File: src/rtl/rhcm_pkg.sv
// Shared types and constants for the Mersenne-prime hash concatenation block.
// No dependencies; used by rhcm_ctrl, rhcm_datapath and the top level.
package rhcm_pkg;

    // Field widths of the stream payloads
    localparam int FIELD_W     = 61;
    localparam int LEN_W       = 32;
    localparam int IN_TDATA_W  = ((2 * FIELD_W + LEN_W + 7) / 8) * 8;
    localparam int OUT_TDATA_W = ((FIELD_W + 7) / 8) * 8;

    // Defaults for the top-level parameters
    localparam int DEF_MERSENNE_EXP = 61;
    localparam int DEF_LEN_BITS     = 32;

    // Operations of the shared modular multiplier
    typedef logic [1:0] t_op;
    localparam t_op OP_SQR = 2'd0;   // sq  <- sq * sq
    localparam t_op OP_MUL = 2'd1;   // acc <- acc * sq when exponent bit set
    localparam t_op OP_FIN = 2'd2;   // acc <- left * acc
    localparam t_op OP_ADD = 2'd3;   // out <- acc + right

    // Controller to datapath commands
    typedef struct packed {
        logic load;       // capture input item, init sq/acc/exponent
        logic op_valid;   // issue op this cycle
        t_op  op;
    } t_cmd;

endpackage

File: src/rtl/rhcm_ctrl.sv
// Controller: sequences load, square/multiply rounds, final multiply and add.
// Depends on rhcm_pkg for the command struct and op codes.
module rhcm_ctrl #(
    parameter int LEN_BITS = rhcm_pkg::DEF_LEN_BITS
) (
    input  logic           i_clk,
    input  logic           i_rst_n,
    input  logic           i_in_valid,
    output logic           o_in_ready,
    input  logic           i_out_full,
    output rhcm_pkg::t_cmd o_cmd
);

    localparam int CW = (LEN_BITS > 1) ? $clog2(LEN_BITS) : 1;

    localparam logic [3:0] S_IDLE  = 4'd0;
    localparam logic [3:0] S_SQR   = 4'd1;
    localparam logic [3:0] S_MUL   = 4'd2;
    localparam logic [3:0] S_GAP   = 4'd3;
    localparam logic [3:0] S_GAP2  = 4'd4;
    localparam logic [3:0] S_FIN   = 4'd5;
    localparam logic [3:0] S_FW1   = 4'd6;
    localparam logic [3:0] S_FW2   = 4'd7;
    localparam logic [3:0] S_ADD   = 4'd8;
    localparam logic [3:0] S_DRAIN = 4'd9;

    logic [3:0]    r_state, n_state;
    logic [CW-1:0] r_cnt, n_cnt;

    always_comb begin
        n_state        = r_state;
        n_cnt          = r_cnt;
        o_in_ready     = 1'b0;
        o_cmd.load     = 1'b0;
        o_cmd.op_valid = 1'b0;
        o_cmd.op       = rhcm_pkg::OP_SQR;
        case (r_state)
            S_IDLE: begin
                o_in_ready = 1'b1;
                if (i_in_valid) begin
                    o_cmd.load = 1'b1;
                    n_cnt      = '0;
                    n_state    = S_SQR;
                end
            end
            S_SQR: begin
                o_cmd.op_valid = 1'b1;
                o_cmd.op       = rhcm_pkg::OP_SQR;
                n_state        = S_MUL;
            end
            S_MUL: begin
                o_cmd.op_valid = 1'b1;
                o_cmd.op       = rhcm_pkg::OP_MUL;
                n_state        = S_GAP;
            end
            S_GAP: begin
                if (r_cnt == CW'(LEN_BITS - 1)) begin
                    n_state = S_GAP2;
                end else begin
                    n_cnt   = r_cnt + 1'b1;
                    n_state = S_SQR;
                end
            end
            S_GAP2: begin
                n_state = S_FIN;
            end
            S_FIN: begin
                o_cmd.op_valid = 1'b1;
                o_cmd.op       = rhcm_pkg::OP_FIN;
                n_state        = S_FW1;
            end
            S_FW1: begin
                n_state = S_FW2;
            end
            S_FW2: begin
                n_state = S_ADD;
            end
            S_ADD: begin
                if (!i_out_full) begin
                    o_cmd.op_valid = 1'b1;
                    o_cmd.op       = rhcm_pkg::OP_ADD;
                    n_state        = S_DRAIN;
                end
            end
            S_DRAIN: begin
                n_state = S_IDLE;
            end
            default: begin
                n_state = S_IDLE;
            end
        endcase
    end

    always_ff @(posedge i_clk) begin
        if (!i_rst_n) begin
            r_state <= S_IDLE;
            r_cnt   <= '0;
        end else begin
            r_state <= n_state;
            r_cnt   <= n_cnt;
        end
    end

`ifndef NO_ASSERTIONS
    a_add_free: assert property (@(posedge i_clk) disable iff (!i_rst_n)
        (o_cmd.op_valid && (o_cmd.op == rhcm_pkg::OP_ADD)) |-> !i_out_full)
        else $error("final add issued while result register full");
`endif

endmodule

File: config.mk
export PLATFORM = sky130hd
export DESIGN_NAME = rhcm_ctrl
export DESIGN_NICKNAME = d
export VERILOG_FILES = /design/src/rtl/rhcm_pkg.sv /design/src/rtl/rhcm_ctrl.sv
export SDC_FILE = /design/constraint.sdc
export NUM_CORES = 1
export LEC_CHECK = 0
export ABC_CLOCK_PERIOD_IN_PS = 2000
export BUFFER_PORTS_ARGS = -buffer_cell sky130_fd_sc_hd__buf_2
export CORE_AREA = 10 10 47 49
export CTS_BUF_LIST = sky130_fd_sc_hd__clkbuf_8
export DETAILED_ROUTE_END_ITERATION = 10
export DIE_AREA = 0 0 57 59
export PLACE_DENSITY = 0.68
export SLEW_MARGIN = 10
export SYNTH_ARGS = -nofsm -noshare
export SYNTH_HDL_FRONTEND = slang
export SYNTH_SLANG_ARGS = --single-unit
File: constraint.sdc
create_clock -name i_clk -period 2 [get_ports i_clk]
set_input_delay 0.3 -clock i_clk [delete_from_list [all_inputs] [get_ports i_clk]]
set_output_delay 0.3 -clock i_clk [all_outputs]
set_load 0.02 [all_outputs]
# Yosys cells after proc, flatten, opt, wreduce, memory -nomap -nowiden

Index checks and enable logic that the tools add are counted.

Bits in registers: 9
Bits of input ports: 4
Output and inout port bits: 5
Word-level logic and storage cells: 31

Add/subtract/negate cells: 1
Equal/unequal tests: 12
Muxes and demuxes: 12
Reduce and logical (&&, ||, !) cells: 4

Operators with widths:

| kind                | count |
|---|---|
| $pmux 4 s9          | 1 |
| $eq 4x3->1 const B  | 4 |
| $pmux 3 s4          | 1 |
| $mux 5              | 2 |
| $pmux 5 s2          | 1 |
| $eq 4x2->1 const B  | 2 |
| $mux 4              | 2 |
| $mux 3              | 2 |
| $ne 2x2->1 const B  | 3 |
| $add 5x1->5 const B | 1 |
| $eq 5x5->1 const B  | 1 |
| $eq 4x1->1 const B  | 1 |
| $eq 4x4->1 const B  | 1 |
| $logic_not 4->1     | 1 |
| $mux 1              | 3 |
| $reduce_and 3->1    | 1 |
| $reduce_and 2->1    | 1 |
| $reduce_bool 2->1   | 1 |

# Longest topological paths before layout

Depth in word-level cells: 3
Depth in mapped cells: 6
Gate-level depth less buffers: 6

# Worst setup path after synthesis

OpenSTA, ideal clock, no wires.

Path type: register -> register
Start point: register r_cnt[0]
End point: register r_cnt[2]
Library setup time: 72 ps
Arrival: 1625 ps
Required time: 1928 ps
Slack: 304 ps
Cell stages (with the launch flop): 7
Path buffers: 0
Period minus slack after synthesis: 1696 ps
Path through: dfxtp_1 > ha_1 > and3_1 > ha_1 > nand3b_1 > a2111oi_2 > mux2i_1

Cells in the longest elaborated chain, start to end: 3
Elaborated cells on any way between the ends: 6
Those cells by class: 1 x add/sub; 2 x eq/ne; 2 x mux; 1 x reduce/logical

Ends and longest elaborated chain:

| element                                        | RTL line                         | RTL |
|---|---|---|
| from (decl)                                    | rhcm_ctrl.sv:28                  | `logic [CW-1:0] r_cnt, n_cnt;` |
| from (signal assigned)                         | rhcm_ctrl.sv:100                 | `r_cnt <= n_cnt;` |
| $add 5x1->5 or $eq 5x5->1 (tied branches)      | rhcm_ctrl.sv:60, rhcm_ctrl.sv:57 |  |
| $mux 5 or $ne 2x2->1 (tied branches)           | --                               |  |
| $pmux 5 s2 or $reduce_and 3->1 (tied branches) | --                               |  |

Several ways; a longest one is shown, not always the timed one. The select of a mux whose other input is x is not followed.
A chain may end at the register's enable or synchronous reset.

==> flow_summary.json <==
{
  "clkTransAtPathRegs_ns": 0.04,
  "clock_path_buffers": 2,
  "syn_area_per_cell_um2": 8.06,
  "tns_ns": 0,
  "grt_pass1_wl_um": 2200,
  "p_per_area_nw_per_um2": 738,
  "cap_violations": 0,
  "r2r_start": "r_cnt[0]$_SDFFE_PN0P_",
  "area_delta_synth_final_pct": 17.4,
  "place_congestion": 0.794,
  "multi_input_area_um2": 357,
  "cts_tree": "done",
  "placed_cell_area_um2": 646,
  "cts-buffers-inserted": 3,
  "ys.flop_type": "dfxtp_1",
  "start_kind": "register",
  "drt_iter0_drc": 9,
  "via_count": 531,
  "worstSetupStartpoint": "r_state[3]$_SDFFE_PN0P_",
  "skew_ns": 0.00208,
  "die_w_um": 57,
  "p_seq_share_pct": 38.0,
  "end_kind": "primary output",
  "final_cell_area_um2": 691,
  "worstMarginPinSlew_ns": 0.403,
  "grt_pass1_vias": 502,
  "firstDrtPassIters": 4,
  "layout_worst_path_cycle_share_pct": 91.8,
  "holdBufCountCts": 0,
  "track_usage_pct": 7.99,
  "ant_nets": 0,
  "dieArea_um2": 3360,
  "synthesis.instances": 73,
  "synth_nets": 79,
  "hold_viol": 0,
  "synth_commonest_cells": "9 x dfxtp_1, 7 x nand2_1, 6 x nor2_1",
  "wl_per_cell_um": 11.8,
  "seq_area_um2": 180,
  "ys_seq_area_share_pct": 30.6,
  "drive_above_1_share_pct": 21.7,
  "crit_end": "o_cmd[3]",
  "diodes": 0,
  "yosysMostFrequentCell": "dfxtp_1",
  "power_frac_comb_pct": 22.2,
  "cts.repair.resized": 0,
  "slew_headroom_pct": 73.0,
  "synth_top_area_cell": "dfxtp_1",
  "synth-seq-cells": 9,
  "yosys.area.top_type_share_pct": 30.6,
  "drcViolationCount": 0,
  "final-setup-viol-count": 0,
  "hold_class": "input pin to register",
  "clock.fmax_mhz": 545,
  "drv_slew": 0,
  "rsz0062_at_grt": "false",
  "via_per_inst": 5.36,
  "synth.cell_area_um2": 588,
  "clockPowerShare_pct": 39.9,
  "nets": 90,
  "yosys_warnings": 0,
  "worstRegToRegCells": 6,
  "postCtsSetupRepairBufs": 0,
  "grt-ovfl-total": 0,
  "critPathMaxFanout": 6,
  "grt_start_max_net_pins": 14,
  "initial_core_util_pct": 42.0,
  "core_um2": 1400,
  "cp.arrival_ns": 1.54,
  "power_switching_mw": 0.146,
  "fill_cells": 144,
  "async_flop_share_pct": 0,
  "clock-sinks": 9,
  "port_buffers": 8,
  "period_needed_ns": 1.84,
  "clk-insertion-delay-late_ns": 0.23,
  "p_int_mw": 0.364,
  "root_buffer": "clkbuf_8",
  "die_h_um": 59,
  "antenna_found_initial": 0,
  "swShare_pct": 28.6,
  "power.leakage_nw": 0.279,
  "yosysUniqueCellTypes": 31,
  "crit_required_ns": 1.70,
  "totalWireLength_um": 1170,
  "crit_type": "register to primary output",
  "ys_top_cells_by_area": "dfxtp_1 31%, nor2b_1 5.3%, mux2i_1 5.1%",
  "htreeDepth": 1,
  "ios": 9,
  "status": "complete, no violations",
  "hpwl_um": 901,
  "timing.rr.end": "r_cnt[2]$_SDFFE_PN0P_",
  "synth_edf_count": 0,
  "regToRegSetupSlack_ns": 0.20,
  "ir_drop_uv": 515,
  "rows": 14
}
-- how the worst min path moves through the flow --
stage                               to  slack (ns)             startpoint  depth (start not counted)
6_report       r_state[0]$_SDFFE_PN0P_        0.40             i_out_full                          4
5_1_grt        r_state[0]$_SDFFE_PN0P_        0.41             i_out_full                          4
4_1_cts        r_state[0]$_SDFFE_PN0P_        0.39             i_out_full                          4
3_5_place_dp     r_cnt[4]$_SDFFE_PN0P_        0.46  r_cnt[4]$_SDFFE_PN0P_                          2
3_3_place_gp     r_cnt[4]$_SDFFE_PN0P_        0.46  r_cnt[4]$_SDFFE_PN0P_                          2
2_1_floorplan    r_cnt[4]$_SDFFE_PN0P_        0.45  r_cnt[4]$_SDFFE_PN0P_                          2
-- critical path, stage by stage (launching register included) --
cell	delay [ns]
dfxtp_1	0.35
or4_1	0.66
nor2_1	0.12
buf_2	0.17
-- state kept, by name, summed over array words and instances, names as in the netlist --
signal,cells
r_cnt,5
r_state,4
-- power by group through the flow --
stage                     clock network [mW]  registers [mW]  logic, mW
final                                  0.203           0.193      0.113
after global routing                   0.230           0.195      0.125
after CTS                              0.212           0.193      0.113
after detailed placement                   0           0.197      0.113
after global placement                     0           0.197      0.112
after floorplan                            0           0.194     0.0872
-- metal layers --
metal	track usage (%)	up-vias	part of all wire, %
met4	6.04	0	0.86
met1	8.41	240	44
met2	13.5	9	51
met5	0	-	0
met3	1.93	2	3.3
li1	-	280	-
-- cell usage in the layout, fill, tap and decap left out, types with 3 or more instances in the layout --
cell       netlist  final
inv_1            4      5
nor2_1           6      6
o21ai_1          3      3
clkbuf_8         0      3
buf_4            0      4
nor2b_1          5      5
nand2_1          7      7
mux2i_1          3      3
o2bb2ai_1        3      3
buf_2            2      8
dfxtp_1          9      9
-- kinds of logic after synthesis --
family          count (synthesis)  share of synthesized area (%)
simple gates                   29                           27.2
compound gates                 18                           22.6
buf+inv                        11                           8.72
flops                           9                           30.6
mux                             3                           5.11
fa+ha+maj                       2                           4.25
xor+xnor                        1                           1.49
-- area by class of cell --
| type | count | share of cell area [%] |
|---|---|---|
| clock buffer | 3 | 5.98 |
| clock inverter | 1 | 0.543 |
| inverter | 5 | 2.72 |
| multi-input combinational | 53 | 51.6 |
| sequential | 9 | 26.1 |
| tap | 16 | 2.90 |
| timing repair buffer | 12 | 10.1 |
-- stage by stage --
step                      power (mW)  hold WS, ns  instances  utilization (%)  setup WS, ns
after detailed placement       0.310        0.464         95             46.1         0.208
final                          0.509        0.397         99             49.3         0.165
after global routing           0.549        0.413         99             49.3        0.0840
after floorplan                0.281        0.446         73                -         0.304
after global placement         0.309        0.460         95             46.1         0.217
after CTS                      0.519        0.393         99             49.3         0.159
Note: power is estimated with default switching activity, not from simulation.
